[src/lcdmt_pkg.sv]
// Shared types and timing constants for the LCD mode timing sequencer.
package lcdmt_pkg;

	// Frame and line timing, in machine cycles and lines
	localparam int unsigned FRAME_CYCLES  = 70224;
	localparam int unsigned SCAN_CYCLES   = 80;
	localparam int unsigned DRAW_CYCLES   = 172;
	localparam int unsigned LINE_CYCLES   = 456;
	localparam int unsigned VISIBLE_LINES = 144;
	localparam int unsigned TOTAL_LINES   = 154;

	// Widths of the cycle count and of its running remainder per line
	localparam int unsigned COUNT_W = 17;
	localparam int unsigned REM_W   = $clog2(LINE_CYCLES);

	// Configuration port widths
	localparam int unsigned CFG_DATA_W = 8;
	localparam int unsigned CFG_IDX_W  = 3;

	// Register indexes of the configuration port
	localparam logic [CFG_IDX_W-1:0] REG_LINE_COMPARE  = 3'd0;
	localparam logic [CFG_IDX_W-1:0] REG_COIN_IRQ_EN   = 3'd1;
	localparam logic [CFG_IDX_W-1:0] REG_HBLANK_IRQ_EN = 3'd2;
	localparam logic [CFG_IDX_W-1:0] REG_VBLANK_IRQ_EN = 3'd3;
	localparam logic [CFG_IDX_W-1:0] REG_OAM_IRQ_EN    = 3'd4;

	typedef struct packed {
		logic [7:0] line_compare;
		logic       coincidence_irq_enable;
		logic       hblank_irq_enable;
		logic       vblank_stat_irq_enable;
		logic       oam_irq_enable;
	} cfg_t;

	typedef struct packed {
		logic [1:0] status_mode;
		logic [7:0] line_number;
		logic       coincidence;
		logic       vblank_irq;
		logic       stat_irq;
		logic       stat_irq_clear;
		logic       redisplay;
		logic       scan_sprites_now;
		logic       render_line_now;
	} result_t;

endpackage

[src/lcdmt_tick_if.sv]
// Input channel of the sequencer: one tick word per handshake.
interface lcdmt_tick_if;
	logic       valid;
	logic       ready;
	logic [7:0] elapsed_cycles;
	logic       display_enable;

	modport source (output valid, output elapsed_cycles, output display_enable, input ready);
	modport sink (input valid, input elapsed_cycles, input display_enable, output ready);
endinterface

[src/lcdmt_result_if.sv]
// Result channel of the sequencer: one status word per handshake.
interface lcdmt_result_if;
	logic       valid;
	logic       ready;
	logic [1:0] status_mode;
	logic [7:0] line_number;
	logic       coincidence;
	logic       vblank_irq;
	logic       stat_irq;
	logic       stat_irq_clear;
	logic       redisplay;
	logic       scan_sprites_now;
	logic       render_line_now;

	modport source (
		output valid, output status_mode, output line_number, output coincidence,
		output vblank_irq, output stat_irq, output stat_irq_clear, output redisplay,
		output scan_sprites_now, output render_line_now, input ready
	);
	modport sink (
		input valid, input status_mode, input line_number, input coincidence,
		input vblank_irq, input stat_irq, input stat_irq_clear, input redisplay,
		input scan_sprites_now, input render_line_now, output ready
	);
endinterface

[src/lcdmt_cfg_regs.sv]
// Configuration registers: compare line and status interrupt selects.
module lcdmt_cfg_regs (
	input  logic                                clk,
	input  logic                                arst_n,
	input  logic                                cfg_we,
	input  logic [lcdmt_pkg::CFG_IDX_W-1:0]     cfg_index,
	input  logic [lcdmt_pkg::CFG_DATA_W-1:0]    cfg_wdata,
	output lcdmt_pkg::cfg_t                     cfg
);

	lcdmt_pkg::cfg_t cfg_q;

	// Take a write into the addressed register; drop writes to unknown indexes
	always_ff @(posedge clk or negedge arst_n) begin
		if (!arst_n) begin
			cfg_q <= '0;
		end else if (cfg_we) begin
			case (cfg_index)
				lcdmt_pkg::REG_LINE_COMPARE:  cfg_q.line_compare <= cfg_wdata[7:0];
				lcdmt_pkg::REG_COIN_IRQ_EN:   cfg_q.coincidence_irq_enable <= cfg_wdata[0];
				lcdmt_pkg::REG_HBLANK_IRQ_EN: cfg_q.hblank_irq_enable <= cfg_wdata[0];
				lcdmt_pkg::REG_VBLANK_IRQ_EN: cfg_q.vblank_stat_irq_enable <= cfg_wdata[0];
				lcdmt_pkg::REG_OAM_IRQ_EN:    cfg_q.oam_irq_enable <= cfg_wdata[0];
				default: ;
			endcase
		end
	end

	assign cfg = cfg_q;

endmodule

[src/lcdmt_step.sv]
// Mode sequencer state and the next-state logic for one tick.
module lcdmt_step (
	input  logic                 clk,
	input  logic                 arst_n,
	input  logic                 step_en,
	input  logic [7:0]           elapsed_cycles,
	input  logic                 display_enable,
	input  lcdmt_pkg::cfg_t      cfg,
	output lcdmt_pkg::result_t   res
);

	localparam int unsigned CW = lcdmt_pkg::COUNT_W;
	localparam int unsigned RW = lcdmt_pkg::REM_W;

	typedef enum logic [1:0] {
		MODE_HBLANK = 2'd0,
		MODE_VBLANK = 2'd1,
		MODE_SCAN   = 2'd2,
		MODE_DRAW   = 2'd3
	} mode_t;

	logic [CW-1:0] count_q, count_n;
	logic [RW-1:0] rem_q, rem_n;
	mode_t         mode_q, mode_n;
	mode_t         shown_q, shown_n;
	logic [7:0]    line_q, line_n;
	logic          was_en_q;
	logic          match_q, match_n;

	logic [CW:0]   sum;
	logic          wrap;
	logic [RW:0]   rem_sum;
	logic [RW:0]   rem_red;
	logic [CW-1:0] count_acc;
	logic [RW-1:0] rem_acc;
	logic [7:0]    line_inc;
	logic          inc_match;
	logic          zero_match;
	logic          vblank_ev, stat_ev, clear_ev, redisplay_ev, scan_ev, render_ev;

	// Accumulate cycles; keep the remainder per line alongside the count
	always_comb begin
		sum       = {1'b0, count_q} + (CW+1)'(elapsed_cycles);
		wrap      = sum >= (CW+1)'(lcdmt_pkg::FRAME_CYCLES);
		rem_sum   = {1'b0, rem_q} + (RW+1)'(elapsed_cycles);
		rem_red   = (rem_sum >= (RW+1)'(lcdmt_pkg::LINE_CYCLES))
			? rem_sum - (RW+1)'(lcdmt_pkg::LINE_CYCLES) : rem_sum;
		count_acc = wrap ? '0 : sum[CW-1:0];
		rem_acc   = wrap ? '0 : rem_red[RW-1:0];
		line_inc   = line_q + 8'd1;
		inc_match  = line_inc == cfg.line_compare;
		zero_match = cfg.line_compare == 8'd0;
	end

	// Advance the mode by at most one step
	always_comb begin
		count_n      = count_acc;
		rem_n        = rem_acc;
		mode_n       = mode_q;
		shown_n      = shown_q;
		line_n       = line_q;
		match_n      = match_q;
		vblank_ev    = 1'b0;
		stat_ev      = 1'b0;
		clear_ev     = 1'b0;
		redisplay_ev = wrap || (display_enable != was_en_q);
		scan_ev      = 1'b0;
		render_ev    = 1'b0;

		if (!display_enable) begin
			// Display switched off: drop back to line 0 and cancel requests
			if (was_en_q) begin
				clear_ev = 1'b1;
				count_n  = '0;
				rem_n    = '0;
				mode_n   = MODE_SCAN;
				shown_n  = MODE_HBLANK;
				line_n   = 8'd0;
				match_n  = 1'b0;
			end
		end else begin
			case (mode_q)
				MODE_SCAN: begin
					if (count_acc >= CW'(lcdmt_pkg::SCAN_CYCLES)) begin
						scan_ev = 1'b1;
						mode_n  = MODE_DRAW;
						shown_n = MODE_DRAW;
					end
				end
				MODE_DRAW: begin
					if (count_acc >= CW'(lcdmt_pkg::SCAN_CYCLES + lcdmt_pkg::DRAW_CYCLES)) begin
						render_ev = 1'b1;
						mode_n    = MODE_HBLANK;
						shown_n   = MODE_HBLANK;
						stat_ev   = cfg.hblank_irq_enable;
					end
				end
				MODE_HBLANK: begin
					if (count_acc >= CW'(lcdmt_pkg::LINE_CYCLES)) begin
						count_n = CW'(rem_acc);
						line_n  = line_inc;
						match_n = inc_match;
						if (line_inc >= 8'(lcdmt_pkg::VISIBLE_LINES)) begin
							mode_n       = MODE_VBLANK;
							shown_n      = MODE_VBLANK;
							vblank_ev    = 1'b1;
							redisplay_ev = 1'b1;
							stat_ev      = (cfg.coincidence_irq_enable && inc_match)
								|| cfg.vblank_stat_irq_enable;
						end else begin
							mode_n  = MODE_SCAN;
							shown_n = MODE_SCAN;
							stat_ev = (cfg.coincidence_irq_enable && inc_match)
								|| cfg.oam_irq_enable;
						end
					end
				end
				MODE_VBLANK: begin
					if (count_acc >= CW'(lcdmt_pkg::LINE_CYCLES)) begin
						count_n = CW'(rem_acc);
						line_n  = line_inc;
						match_n = inc_match;
						stat_ev = cfg.coincidence_irq_enable && inc_match;
						// Frame end: wrap to line 0 and start the next OAM scan
						if (line_inc >= 8'(lcdmt_pkg::TOTAL_LINES)) begin
							line_n  = 8'd0;
							match_n = zero_match;
							mode_n  = MODE_SCAN;
							shown_n = MODE_SCAN;
							stat_ev = (cfg.coincidence_irq_enable && (inc_match || zero_match))
								|| cfg.oam_irq_enable;
						end
					end
				end
				default: ;
			endcase
		end
	end

	// Hold state between ticks; commit on each processed tick
	always_ff @(posedge clk or negedge arst_n) begin
		if (!arst_n) begin
			count_q  <= '0;
			rem_q    <= '0;
			mode_q   <= MODE_SCAN;
			shown_q  <= MODE_HBLANK;
			line_q   <= 8'd0;
			was_en_q <= 1'b0;
			match_q  <= 1'b0;
		end else if (step_en) begin
			count_q  <= count_n;
			rem_q    <= rem_n;
			mode_q   <= mode_n;
			shown_q  <= shown_n;
			line_q   <= line_n;
			was_en_q <= display_enable;
			match_q  <= match_n;
		end
	end

	// Result word of this tick
	always_comb begin
		res.status_mode      = shown_n;
		res.line_number      = line_n;
		res.coincidence      = match_n;
		res.vblank_irq       = vblank_ev;
		res.stat_irq         = stat_ev;
		res.stat_irq_clear   = clear_ev;
		res.redisplay        = redisplay_ev;
		res.scan_sprites_now = scan_ev;
		res.render_line_now  = render_ev;
	end

endmodule

[src/lcd_mode_timing_sequencer_unit.sv]
// LCD mode timing sequencer: top level with input and result registers.
//
// Usage: each tick word on the tick channel carries the machine cycles since
// the previous tick and the display enable bit. For every accepted tick the
// block returns exactly one status word on the result channel: shown mode,
// line counter, coincidence flag and the event pulses of that tick.
// The configuration port (cfg_we, cfg_index, cfg_wdata) writes the compare
// line and the four status interrupt selects; write it only while no tick
// is in flight. Indexes beyond the register list are ignored.
// Path: the status word is formed from its tick in the input register and
// then held in the result register. Throughput: one tick per cycle while
// the receiver takes the results; the sequencer state updates as a word
// moves from the input register into the result register.
// Reset (arst_n low) empties both registers and returns the sequencer to
// line 0, OAM scan, count 0, display seen as off; config registers clear.
// When the receiver stalls, the result register holds its word and one more
// tick waits in the input register; tick.ready falls only when both are full.
module lcd_mode_timing_sequencer_unit (
	input  logic                              clk,
	input  logic                              arst_n,
	lcdmt_tick_if.sink                        tick,
	lcdmt_result_if.source                    result,
	input  logic                              cfg_we,
	input  logic [lcdmt_pkg::CFG_IDX_W-1:0]   cfg_index,
	input  logic [lcdmt_pkg::CFG_DATA_W-1:0]  cfg_wdata
);

	lcdmt_pkg::cfg_t    cfg;
	lcdmt_pkg::result_t res;
	lcdmt_pkg::result_t res_q;

	logic       valid_s1;
	logic [7:0] elapsed_s1;
	logic       enable_s1;
	logic       out_valid_q;
	logic       advance;

	lcdmt_cfg_regs u_cfg_regs (
		.clk       (clk),
		.arst_n    (arst_n),
		.cfg_we    (cfg_we),
		.cfg_index (cfg_index),
		.cfg_wdata (cfg_wdata),
		.cfg       (cfg)
	);

	lcdmt_step u_step (
		.clk            (clk),
		.arst_n         (arst_n),
		.step_en        (valid_s1 && advance),
		.elapsed_cycles (elapsed_s1),
		.display_enable (enable_s1),
		.cfg            (cfg),
		.res            (res)
	);

	// Move a word on when the result register is free or being drained
	assign advance    = !out_valid_q || result.ready;
	assign tick.ready = !valid_s1 || advance;

	// Input register
	always_ff @(posedge clk or negedge arst_n) begin
		if (!arst_n) begin
			valid_s1 <= 1'b0;
		end else if (tick.ready) begin
			valid_s1 <= tick.valid;
		end
	end

	always_ff @(posedge clk) begin
		if (tick.valid && tick.ready) begin
			elapsed_s1 <= tick.elapsed_cycles;
			enable_s1  <= tick.display_enable;
		end
	end

	// Result register
	always_ff @(posedge clk or negedge arst_n) begin
		if (!arst_n) begin
			out_valid_q <= 1'b0;
		end else if (advance) begin
			out_valid_q <= valid_s1;
		end
	end

	always_ff @(posedge clk) begin
		if (valid_s1 && advance) begin
			res_q <= res;
		end
	end

	// Drive the result channel
	assign result.valid            = out_valid_q;
	assign result.status_mode      = res_q.status_mode;
	assign result.line_number      = res_q.line_number;
	assign result.coincidence      = res_q.coincidence;
	assign result.vblank_irq       = res_q.vblank_irq;
	assign result.stat_irq         = res_q.stat_irq;
	assign result.stat_irq_clear   = res_q.stat_irq_clear;
	assign result.redisplay        = res_q.redisplay;
	assign result.scan_sprites_now = res_q.scan_sprites_now;
	assign result.render_line_now  = res_q.render_line_now;

endmodule

[src/flat_wrapper.sv]
// flat-port wrapper written by rule: the top's interface ports become plain ports
module lcd_mode_timing_sequencer_unit_flat 
  (clk, arst_n, cfg_we, cfg_index, cfg_wdata, tick_valid, tick_elapsed_cycles, tick_display_enable, tick_ready, result_valid, result_status_mode, result_line_number, result_coincidence, result_vblank_irq, result_stat_irq, result_stat_irq_clear, result_redisplay, result_scan_sprites_now, result_render_line_now, result_ready);
  lcdmt_tick_if tick_i ();
  lcdmt_result_if result_i ();
  input  logic clk;
  input  logic arst_n;
  input  logic cfg_we;
  input  logic [lcdmt_pkg::CFG_IDX_W-1:0] cfg_index;
  input  logic [lcdmt_pkg::CFG_DATA_W-1:0] cfg_wdata;
  input wire logic [$bits(tick_i.valid)-1:0] tick_valid;
  input wire logic [$bits(tick_i.elapsed_cycles)-1:0] tick_elapsed_cycles;
  input wire logic [$bits(tick_i.display_enable)-1:0] tick_display_enable;
  output wire logic [$bits(tick_i.ready)-1:0] tick_ready;
  output wire logic [$bits(result_i.valid)-1:0] result_valid;
  output wire logic [$bits(result_i.status_mode)-1:0] result_status_mode;
  output wire logic [$bits(result_i.line_number)-1:0] result_line_number;
  output wire logic [$bits(result_i.coincidence)-1:0] result_coincidence;
  output wire logic [$bits(result_i.vblank_irq)-1:0] result_vblank_irq;
  output wire logic [$bits(result_i.stat_irq)-1:0] result_stat_irq;
  output wire logic [$bits(result_i.stat_irq_clear)-1:0] result_stat_irq_clear;
  output wire logic [$bits(result_i.redisplay)-1:0] result_redisplay;
  output wire logic [$bits(result_i.scan_sprites_now)-1:0] result_scan_sprites_now;
  output wire logic [$bits(result_i.render_line_now)-1:0] result_render_line_now;
  input wire logic [$bits(result_i.ready)-1:0] result_ready;
  assign tick_i.valid = tick_valid;
  assign tick_i.elapsed_cycles = tick_elapsed_cycles;
  assign tick_i.display_enable = tick_display_enable;
  assign tick_ready = tick_i.ready;
  assign result_valid = result_i.valid;
  assign result_status_mode = result_i.status_mode;
  assign result_line_number = result_i.line_number;
  assign result_coincidence = result_i.coincidence;
  assign result_vblank_irq = result_i.vblank_irq;
  assign result_stat_irq = result_i.stat_irq;
  assign result_stat_irq_clear = result_i.stat_irq_clear;
  assign result_redisplay = result_i.redisplay;
  assign result_scan_sprites_now = result_i.scan_sprites_now;
  assign result_render_line_now = result_i.render_line_now;
  assign result_i.ready = result_ready;
  lcd_mode_timing_sequencer_unit u_core (.clk(clk), .arst_n(arst_n), .tick(tick_i), .result(result_i), .cfg_we(cfg_we), .cfg_index(cfg_index), .cfg_wdata(cfg_wdata));
endmodule
[config.mk]
export PLATFORM = sky130hd
export DESIGN_NAME = lcd_mode_timing_sequencer_unit_flat
export DESIGN_NICKNAME = d
export VERILOG_FILES = /design/src/lcdmt_pkg.sv /design/src/lcdmt_tick_if.sv /design/src/lcdmt_result_if.sv /design/src/lcdmt_cfg_regs.sv /design/src/lcdmt_step.sv /design/src/lcd_mode_timing_sequencer_unit.sv /design/src/flat_wrapper.sv
export SDC_FILE = /design/constraint.sdc
export NUM_CORES = 1
export LEC_CHECK = 0
export BUFFER_PORTS_ARGS = -buffer_cell sky130_fd_sc_hd__buf_2
export CELL_PAD_IN_SITES_DETAIL_PLACEMENT = 1
export CELL_PAD_IN_SITES_GLOBAL_PLACEMENT = 1
export CORE_AREA = 8 8 122 124
export DETAILED_ROUTE_END_ITERATION = 12
export DIE_AREA = 0 0 130 132
export GPL_ROUTABILITY_DRIVEN = 0
export HOLD_SLACK_MARGIN = 0.08
export PLACE_DENSITY = 0.73
export SETUP_SLACK_MARGIN = 0.1
export SYNTH_ARGS = -nofsm -noshare
export SYNTH_HDL_FRONTEND = slang
export SYNTH_SLANG_ARGS = --single-unit
[constraint.sdc]
create_clock -name clk -period 3.7 [get_ports clk]
set_input_delay 0.185 -clock clk [delete_from_list [all_inputs] [get_ports clk]]
set_output_delay 0.185 -clock clk [all_outputs]
set_load 0.02 [all_outputs]
==> results of run 1 <==
## registers in the layout (all words and copies together), names as in the netlist, 2 cells and up
name and cells:
u_core.u_step.line_q 8, u_core.result.line_number 8, u_core.u_cfg_regs.cfg 12, u_core.u_step.shown_q 2, u_core.result.status_mode 2, u_core.u_step.rem_q 9
u_core.elapsed_s1 8, u_core.u_step.count_q 17, u_core.u_step.mode_q 2
## layout make-up
cell class / count / area [um2]
Multi-Input combinational cell: 442 / 3320
Clock inverter: 4 / 27.5
Sequential cell: 80 / 2130
Clock buffer: 12 / 258
Timing Repair Buffer: 110 / 816
Inverter: 20 / 75.1
Fill cell: 1465 / 6130
Tap cell: 176 / 220
## metrics by stage
stage / util, % / instance area, um2 / hold WS, ns / total power, mW / worst slack, ns
2_1_floorplan: - / 5430 / -0.111 / 2.73 / 0.0603
5_1_grt: 52.8 / 6850 / 0.0844 / 4.69 / -0.0907
3_5_place_dp: 46.1 / 5980 / 0.187 / 3.27 / -0.0821
4_1_cts: 50.2 / 6520 / 0.0826 / 4.25 / 0.100
3_3_place_gp: 46.1 / 5980 / 0.182 / 3.19 / 0.0342
6_report: 52.8 / 6850 / 0.0839 / 4.40 / 0.0512
## worst min-delay path by stage
stage	slack (ns)	end	from
floorplan	-0.11	u_core.result.valid	arst_n
global placement	0.18	u_core.u_step.rem_q[0]	arst_n
detailed placement	0.19	u_core.u_step.rem_q[0]	arst_n
CTS	0.08	u_core.u_cfg_regs.cfg[11]	cfg_wdata[7]
global route	0.08	u_core.u_cfg_regs.cfg[11]	cfg_wdata[7]
finish	0.08	u_core.u_cfg_regs.cfg[8]	cfg_wdata[4]
## synth_stat cells, types with 5 or more instances
master	instances
o21ai_1	7
o31ai_1	5
xor2_1	13
o21a_1	9
and2_1	6
nor2b_1	5
nor3_1	14
a21oi_1	21
nand2_1	60
ha_1	18
nand2b_1	6
mux2_2	15
a32oi_1	6
o2bb2ai_1	7
clkbuf_1	17
dfrtp_1	53
or3_1	7
nand3b_1	7
nand3_1	18
mux2i_1	7
edfxtp_1	26
nand4_1	6
o21ai_0	24
a31oi_1	13
a21o_1	8
o211ai_1	10
nor2_1	40
xnor2_1	16
and3_1	5
inv_1	20
nor4_1	7
a22o_1	11
## timing repair
| action | 4_1_cts | 5_1_grt |
|---|---|---|
| hold buffers | 16 | 0 |
| gates cloned | 0 | 2 |
| setup buffers | 3 | 11 |
| hold endpoints to repair | 31 | 0 |
| resized for setup | 18 | 45 |
| endpoints found under the setup margin | 41 | 50 |
| pin swaps | 7 | 24 |
## power groups by stage
stage | combinational [mW] | clock [mW] | sequential, mW
final | 2.20 | 0.873 | 1.33
after global routing | 2.42 | 0.917 | 1.35
after CTS | 2.05 | 0.888 | 1.31
after detailed placement | 1.95 | 0 | 1.33
after global placement | 1.88 | 0 | 1.32
after floorplan | 1.47 | 0 | 1.26
## routing by layer
metal	routed length (um)	vias to the layer above	global-route usage (%)	part of all wire, %
met5	0	-	0	0
li1	-	2338	-	-
met4	319	0	7.17	1.8
met3	791	23	3.11	4.6
met1	7710	2519	25.2	45
met2	8460	115	32.7	49
## cell usage in the layout (no fill, tap or decap), types with 14 or more instances in the layout
cell	count
dlygate4sd3_1	16
buf_4	40
a21oi_1	19
inv_1	19
buf_2	44
ha_1	14
mux2_2	15
edfxtp_1	26
nor2_1	40
nor3_1	14
dfrtp_1	53
nand2_1	56
o21ai_0	18
xnor2_1	16
nand3_1	17
## kinds of logic (layout without fill, tap and decap cells)
family          after synthesis  count (layout)  share of synthesized area, %
simple gates                207             207                          20.1
fa+ha+maj                    20              20                          4.91
compound gates              163             163                          22.2
xor+xnor                     29              29                          4.70
buf+inv                      48             146                          3.94
mux                          23              23                          4.63
flops                        80              80                          39.5
==> results.md, run 1 <==
* Unique masters post-synth at 80
* Pwr Density at 642 nW/um2
* R2R setup slack at 0.05 ns
* First-pass GRT wire length at between 20,000 and 30,000 um
* Maximum clock rate at 274 MHz
* Worst-path clk slew at around 0.060 ns
* # diodes at 0
* Cell Count Post-Placement at roughly 800
* DRT iter0 DRCs at around 370
* Switching part of the total at around two fifths
* Reg2reg end: u_core.result.coincidence
* Worst-path maximum fanout at 7
* Critical path launch point type: flop
* Flop pwr share at 30.2%
* Num rows at 42
* RSZ-0062 raised after global routing: true
* Clock power frac at 19.8%
* Sw Pwr at 1.83 mW
* Synth area leaders: dfrtp_1 (25%), edfxtp_1 (14%), ha_1 (4.2%)
* Ys async rst share at 67.5%
* Drt drc at 0
* PortBufs at 43
* Gate power share at 49.9%
* TritonCTS clock tree: done
* Synth Warn # at 0
* DRT antenna net count at 0
* Sequential area share after synthesis at 39.5%
* DP HPWL at between 10,000 and 15,000 um
* # Max-Cap Violations at 0
* Largest net degree at the start of global routing at 38
* Initial Util at 41.6%
* Slew at the pin with the worst max-slew slack at 0.874 ns
* Worst clock skew at around 0.009 ns
* Area grow syn2layout at 26.9%
* Via density at 5.92
* Vias at 4,995
* Clock Sinks at 80
* TNS Setup at 0 ns
* Core area at ~13,000 um2
* Setup Viol. Count Final at 0
* Status: completed
* Net Count, Synth at 615
* Cell count after synthesis at 570
* Clock Tree Root: clkbuf_16
* Mapped Area at roughly 5400 um2
* Total leakage power at 2.78 nW
* Most used flip-flop cell after synthesis: dfrtp_1
* Maximum clock path buffer count at 2
* H-Tree Depth at 3
* Worst hold path depth at 2
* Drt first pass iters at 4
* Layout cell share with drive strength beyond 1 at 27.2%
* Worst reg2reg startpoint: u_core.elapsed_s1[0]
* Crit path launch: u_core.elapsed_s1[0]
* WL/cell at 20.5 um
* Kind of critical path: reg2reg
* Pins Over Slew Limit at 0
* Worst R2R Path Depth at 12
* Critical Path Sink: u_core.result.coincidence
* CP top delay family: compound AO/OA/AOI/OAI gates
* Worst path cell trace: ha_4, inv_2, fa_2, nand2b_4, a211oi_4, o2111ai_2, and3_4, o311a_4, o31ai_4, and3_4, mux2_4, a22o_1
* Top cell type's share of synthesized area at 24.6%
* Final worst path period share at roughly 99%
* Nets at around 710
* Min-delay worst type: in2reg
* Number of flops mapped to enable cells by yosys at 26
* Die ar. at 17,200 um2
* Drt total wl at ~17,000 um
* Total GRT Usage at 19.7%
* Crit path top cell by count: and3_4
* Filler-free cell count of the finished design at 844
* Die X at 130 um
* Crit path depth at 12
* Vias in the first global route at between 5,000 and 6,000
* I/O Pins at 44
* Synth Area per Inst at 9.47 um2
* Max incr delay on CP at 0.43 ns
* Latest clock arrival within the worst-skew pair at between 0.3 and 0.4 ns
* Data arrival, critical path at 3.75 ns
* Slew headroom at 41.5%
* CP Data Required Time at 3.80 ns
* Worst path bufs/invs at 1
* Max rail drop VDD at slightly above 0.4 mV
* Crit path time final at 3.65 ns
* FF+latch count, synth at 80
* Endpoint class of the critical path: flop
* GRT Residual Overflow at 0
* Critical path's slowest cell: a211oi_4
* DIE HEIGHT at 132 um
* Total CTS buffers at 9
* Int Power at 2.57 mW
* Hold violation count in the final report at 0
* Antenna violations before repair at 0
* Post-synth top area cell: dfrtp_1
(Power assumes the default switching activity.)
==> inputs of run 2 (changes only) <==
--- a/config.mk
+++ b/config.mk
@@ -5,15 +5,17 @@
 export SDC_FILE = /design/constraint.sdc
 export NUM_CORES = 1
 export LEC_CHECK = 0
+export ABC_AREA = 1
 export BUFFER_PORTS_ARGS = -buffer_cell sky130_fd_sc_hd__buf_2
 export CELL_PAD_IN_SITES_DETAIL_PLACEMENT = 1
 export CELL_PAD_IN_SITES_GLOBAL_PLACEMENT = 1
-export CORE_AREA = 8 8 122 124
+export CORE_AREA = 8 8 130 132
+export CTS_BUF_LIST = sky130_fd_sc_hd__clkbuf_16
 export DETAILED_ROUTE_END_ITERATION = 12
-export DIE_AREA = 0 0 130 132
+export DIE_AREA = 0 0 138 140
 export GPL_ROUTABILITY_DRIVEN = 0
 export HOLD_SLACK_MARGIN = 0.08
-export PLACE_DENSITY = 0.73
+export PLACE_DENSITY = 0.72
 export SETUP_SLACK_MARGIN = 0.1
 export SYNTH_ARGS = -nofsm -noshare
 export SYNTH_HDL_FRONTEND = slang
==> run 2 against run 1 <==
Compared with the run above: sequential share of layout area shrank 0.20 points; power grew 50%; synthesized cell count grew 42%; critical path type unchanged; highest routed layer unchanged.
==> results.md, run 2 <==
* Routed met1 length at 8950 um (was 7710 um)
* Total CTS buffers at 9 (unchanged)
* Min Hold Slack at 0.0986 ns (was 0.0839 ns)
* Net Count, Synth at 857 (was 615)
* Drt total wl at 19,400 um (was 17,300 um)
* Largest Register: u_core.u_step.count_q (unchanged)
* Vias at 5,831 (was 4,995)
* Gate power share at 63.2% (was 49.9%)
* Flop pwr share at 22.4% (was 30.2%)
* Unique masters post-synth at 46 (was 80)
* Sequential area share after synthesis at 36.7% (was 39.5%)
* DP HPWL at 14,200 um (was 11,800 um)
* Vias in the first global route at 6,164 (was 5,279)
* Max reg flops at 17 (unchanged)
* Switching part of the total at 51.8% (was 41.6%)
* I/O Pins at 44 (unchanged)
* Core area at 14,900 um2 (was 13,000 um2)
* Synth Area per Inst at 7.15 um2 (was 9.47 um2)
* Status: completed (unchanged)
* Hold violation count in the final report at 0 (unchanged)
* Top layer reached by signal wires: met4 (unchanged)
* Maximum clock path buffer count at 2 (unchanged)
* Number of flops mapped to enable cells by yosys at 26 (unchanged)
* Synth Warn # at 0 (unchanged)
* Ys async rst share at 67.5% (unchanged)
* Initial Util at 39.1% (was 41.6%)
* WL/cell at 18.1 um (was 20.5 um)
* Sw Pwr at 3.43 mW (was 1.83 mW)
* Top cells by count, synth: nand2_1 (234), inv_1 (97), nand3_1 (95) (was nand2_1 (60), dfrtp_1 (53), nor2_1 (40))
* DRT iter0 DRCs at 413 (was 365)
* GRT Residual Overflow at 0 (unchanged)
* Area grow syn2layout at 18.8% (was 26.9%)
* Slew at the pin with the worst max-slew slack at 0.767 ns (was 0.874 ns)
* Clock power frac at 14.4% (was 19.8%)
* Int Power at 3.19 mW (was 2.57 mW)
* Latest clock arrival within the worst-skew pair at 0.35 ns (was 0.34 ns)
* Met3 wire len at 722 um (was 791 um)
* Data arrival, critical path at 3.47 ns (was 3.75 ns)
* FF+latch count, synth at 80 (unchanged)
* H-Tree Depth at 3 (unchanged)
* Critical path launch point type: flop (unchanged)
* Largest net degree at the start of global routing at 52 (was 38)
* Die X at 138 um (was 130 um)
* Antenna violations before repair at 0 (unchanged)
* Endpoint class of the critical path: flop (unchanged)
* Final worst path period share at 91.7% (was 98.6%)
* Cell Count Post-Placement at 1,033 (was 796)
* Cell count after synthesis at 812 (was 570)
* RSZ-0062 raised after global routing: false (was true)
* Commonest non-fill, non-tap cell in the layout: nand2_1 (unchanged)
* CP Data Required Time at 3.78 ns (was 3.80 ns)
* Num rows at 45 (was 42)
* Min-delay worst type: in2reg (unchanged)
* Total GRT Usage at 19.8% (was 19.7%)
* Pwr Density at 960 nW/um2 (was 642 nW/um2)
* DRT antenna net count at 0 (unchanged)
* Crit path time final at 3.39 ns (was 3.65 ns)
* Kind of critical path: reg2reg (unchanged)
* Slew headroom at 48.8% (was 41.5%)
* Worst-path maximum fanout at 9 (was 7)
* Clock Tree Root: clkbuf_16 (unchanged)
* TNS Setup at 0 ns (unchanged)
* PortBufs at 43 (unchanged)
* Die ar. at 19,300 um2 (was 17,200 um2)
* Max rail drop VDD at 0.414 mV (was 0.405 mV)
* Mapped Area at 5810 um2 (was 5400 um2)
* Via density at 5.43 (was 5.92)
* Nets at 925 (was 708)
* Drt first pass iters at 5 (was 4)
* Met2 wire len at 9450 um (was 8460 um)
* Post-synth top area cell: dfrtp_1 (unchanged)
* Setup Viol. Count Final at 0 (unchanged)
* Pins Over Slew Limit at 0 (unchanged)
* Total leakage power at 3.37 nW (was 2.78 nW)
* Filler-free cell count of the finished design at 1,073 (was 844)
* Worst-path clk slew at 0.07 ns (was 0.06 ns)
* TritonCTS clock tree: done (unchanged)
* Top cell type's share of synthesized area at 22.8% (was 24.6%)
* Maximum clock rate at 295 MHz (was 274 MHz)
* DIE HEIGHT at 140 um (was 132 um)
* Layout cell share with drive strength beyond 1 at 17.1% (was 27.2%)
* First-pass GRT wire length at 31,500 um (was 27,100 um)
* Worst clock skew at 0.00721 ns (was 0.00928 ns)
* Commonest cells after routing, fill and taps aside: nand2_1 (232), inv_1 (97), nand3_1 (92) (was nand2_1 (56), dfrtp_1 (53), buf_2 (44))
* # Max-Cap Violations at 0 (unchanged)
* Drt drc at 0 (unchanged)
* Synth area leaders: dfrtp_1 (23%), nand2_1 (15%), edfxtp_1 (13%) (was dfrtp_1 (25%), edfxtp_1 (14%), ha_1 (4.2%))
* Most frequent cell after synthesis: nand2_1 (unchanged)
* Most used flip-flop cell after synthesis: dfrtp_1 (unchanged)
* # diodes at 0 (unchanged)
* Clock Sinks at 80 (unchanged)
==> run 2: worst paths after layout <==
| kind | slack, ns | start | to | cells after the start |
|---|---|---|---|---|
| min in group asynchronous | 0.39 | arst_n | u_core.u_step.rem_q[3] | 2 |
| min | 0.1 | cfg_wdata[3] | u_core.u_cfg_regs.cfg[7] | 3 |
| max | 0.31 | u_core.elapsed_s1[0] | u_core.result.status_mode[0] | 24 |
| max in group asynchronous | 2.37 | arst_n | u_core.u_step.mode_q[1] | 3 |
| max reg2reg | 0.31 | u_core.elapsed_s1[0] | u_core.result.status_mode[0] | 24 |
| min reg2reg | 0.50 | u_core.u_step.rem_q[2] | u_core.u_step.rem_q[2] | 2 |
==> run 2: cells by family after synthesis <==
family	Yosys count	share of synthesized area, %
XOR/XNOR	18	2.72
multiplexers	1	0.194
flip-flops	80	36.7
adder cells (fa/ha/maj)	20	4.57
AO/OA/AOI/OAI	106	10.2
buffers and inverters	118	8.53
AND/OR/NAND/NOR	469	37.0
==> run 2: worst max-delay path, stage by stage, from the launching register on <==
cell and delay [ns]:
edfxtp_1 0.40, ha_4 0.17, inv_1 0.05, fa_2 0.34
inv_1 0.08, nand3_1 0.09, nand3_2 0.10, nand2_1 0.09
nand2_2 0.13, nand2_1 0.07, nand2_1 0.08, nand2_2 0.07
inv_2 0.07, nand2_1 0.06, nor2_2 0.15, nand3_2 0.14
inv_2 0.09, nor2_4 0.05, o41ai_4 0.05, buf_6 0.22
nand2_4 0.14, nand2_1 0.22, nand2_1 0.11, nand2_1 0.08
o21ai_1 0.05
==> run 2: routing by layer <==
| metal | global-route usage [%] | vias to the layer above |
|---|---|---|
| met5 | 0 | - |
| met2 | 33.6 | 135 |
| met4 | 6.18 | 0 |
| li1 | - | 2806 |
| met3 | 3.28 | 20 |
| met1 | 25.2 | 2870 |
==> run 2: metrics by stage <==
| step | total power [mW] | setup WS, ns | area [um2] | util [%] |
|---|---|---|---|---|
| global placement | 5.01 | 0.231 | 6190 | 41.7 |
| floorplan | 4.30 | 0.710 | 5810 | - |
| detailed placement | 5.18 | 0.106 | 6190 | 41.7 |
| global route | 7.14 | 0.0347 | 6900 | 46.4 |
| finish | 6.62 | 0.306 | 6900 | 46.4 |
| CTS | 6.26 | 0.144 | 6650 | 44.8 |
==> run 2: power groups by stage <==
| stage | combinational [mW] | clock (mW) | sequential, mW |
|---|---|---|---|
| after global routing | 4.63 | 1.00 | 1.51 |
| after floorplan | 2.84 | 0 | 1.46 |
| final | 4.19 | 0.955 | 1.48 |
| after CTS | 3.83 | 0.970 | 1.46 |
| after global placement | 3.55 | 0 | 1.46 |
| after detailed placement | 3.71 | 0 | 1.48 |
==> run 2: final cells by class <==
cell class	instances	area (um2)
fill	1920	7970
timing repair buffer	72	507
clock buffer	11	275
tap	188	235
multi-input combinational	616	3330
clock inverter	5	36.3
sequential	80	2130
inverter	101	379
==> run 2: what timing repair did <==
| item | in CTS | in global routing |
|---|---|---|
| hold buffers | 13 | 0 |
| pin swaps | 1 | 5 |
| buffers inserted | 1 | 8 |
| setup endpoints to repair | 2 | 44 |
| gates cloned | 1 | 1 |
| gates resized for setup | 0 | 28 |
| hold endpoints to repair | 34 | 0 |
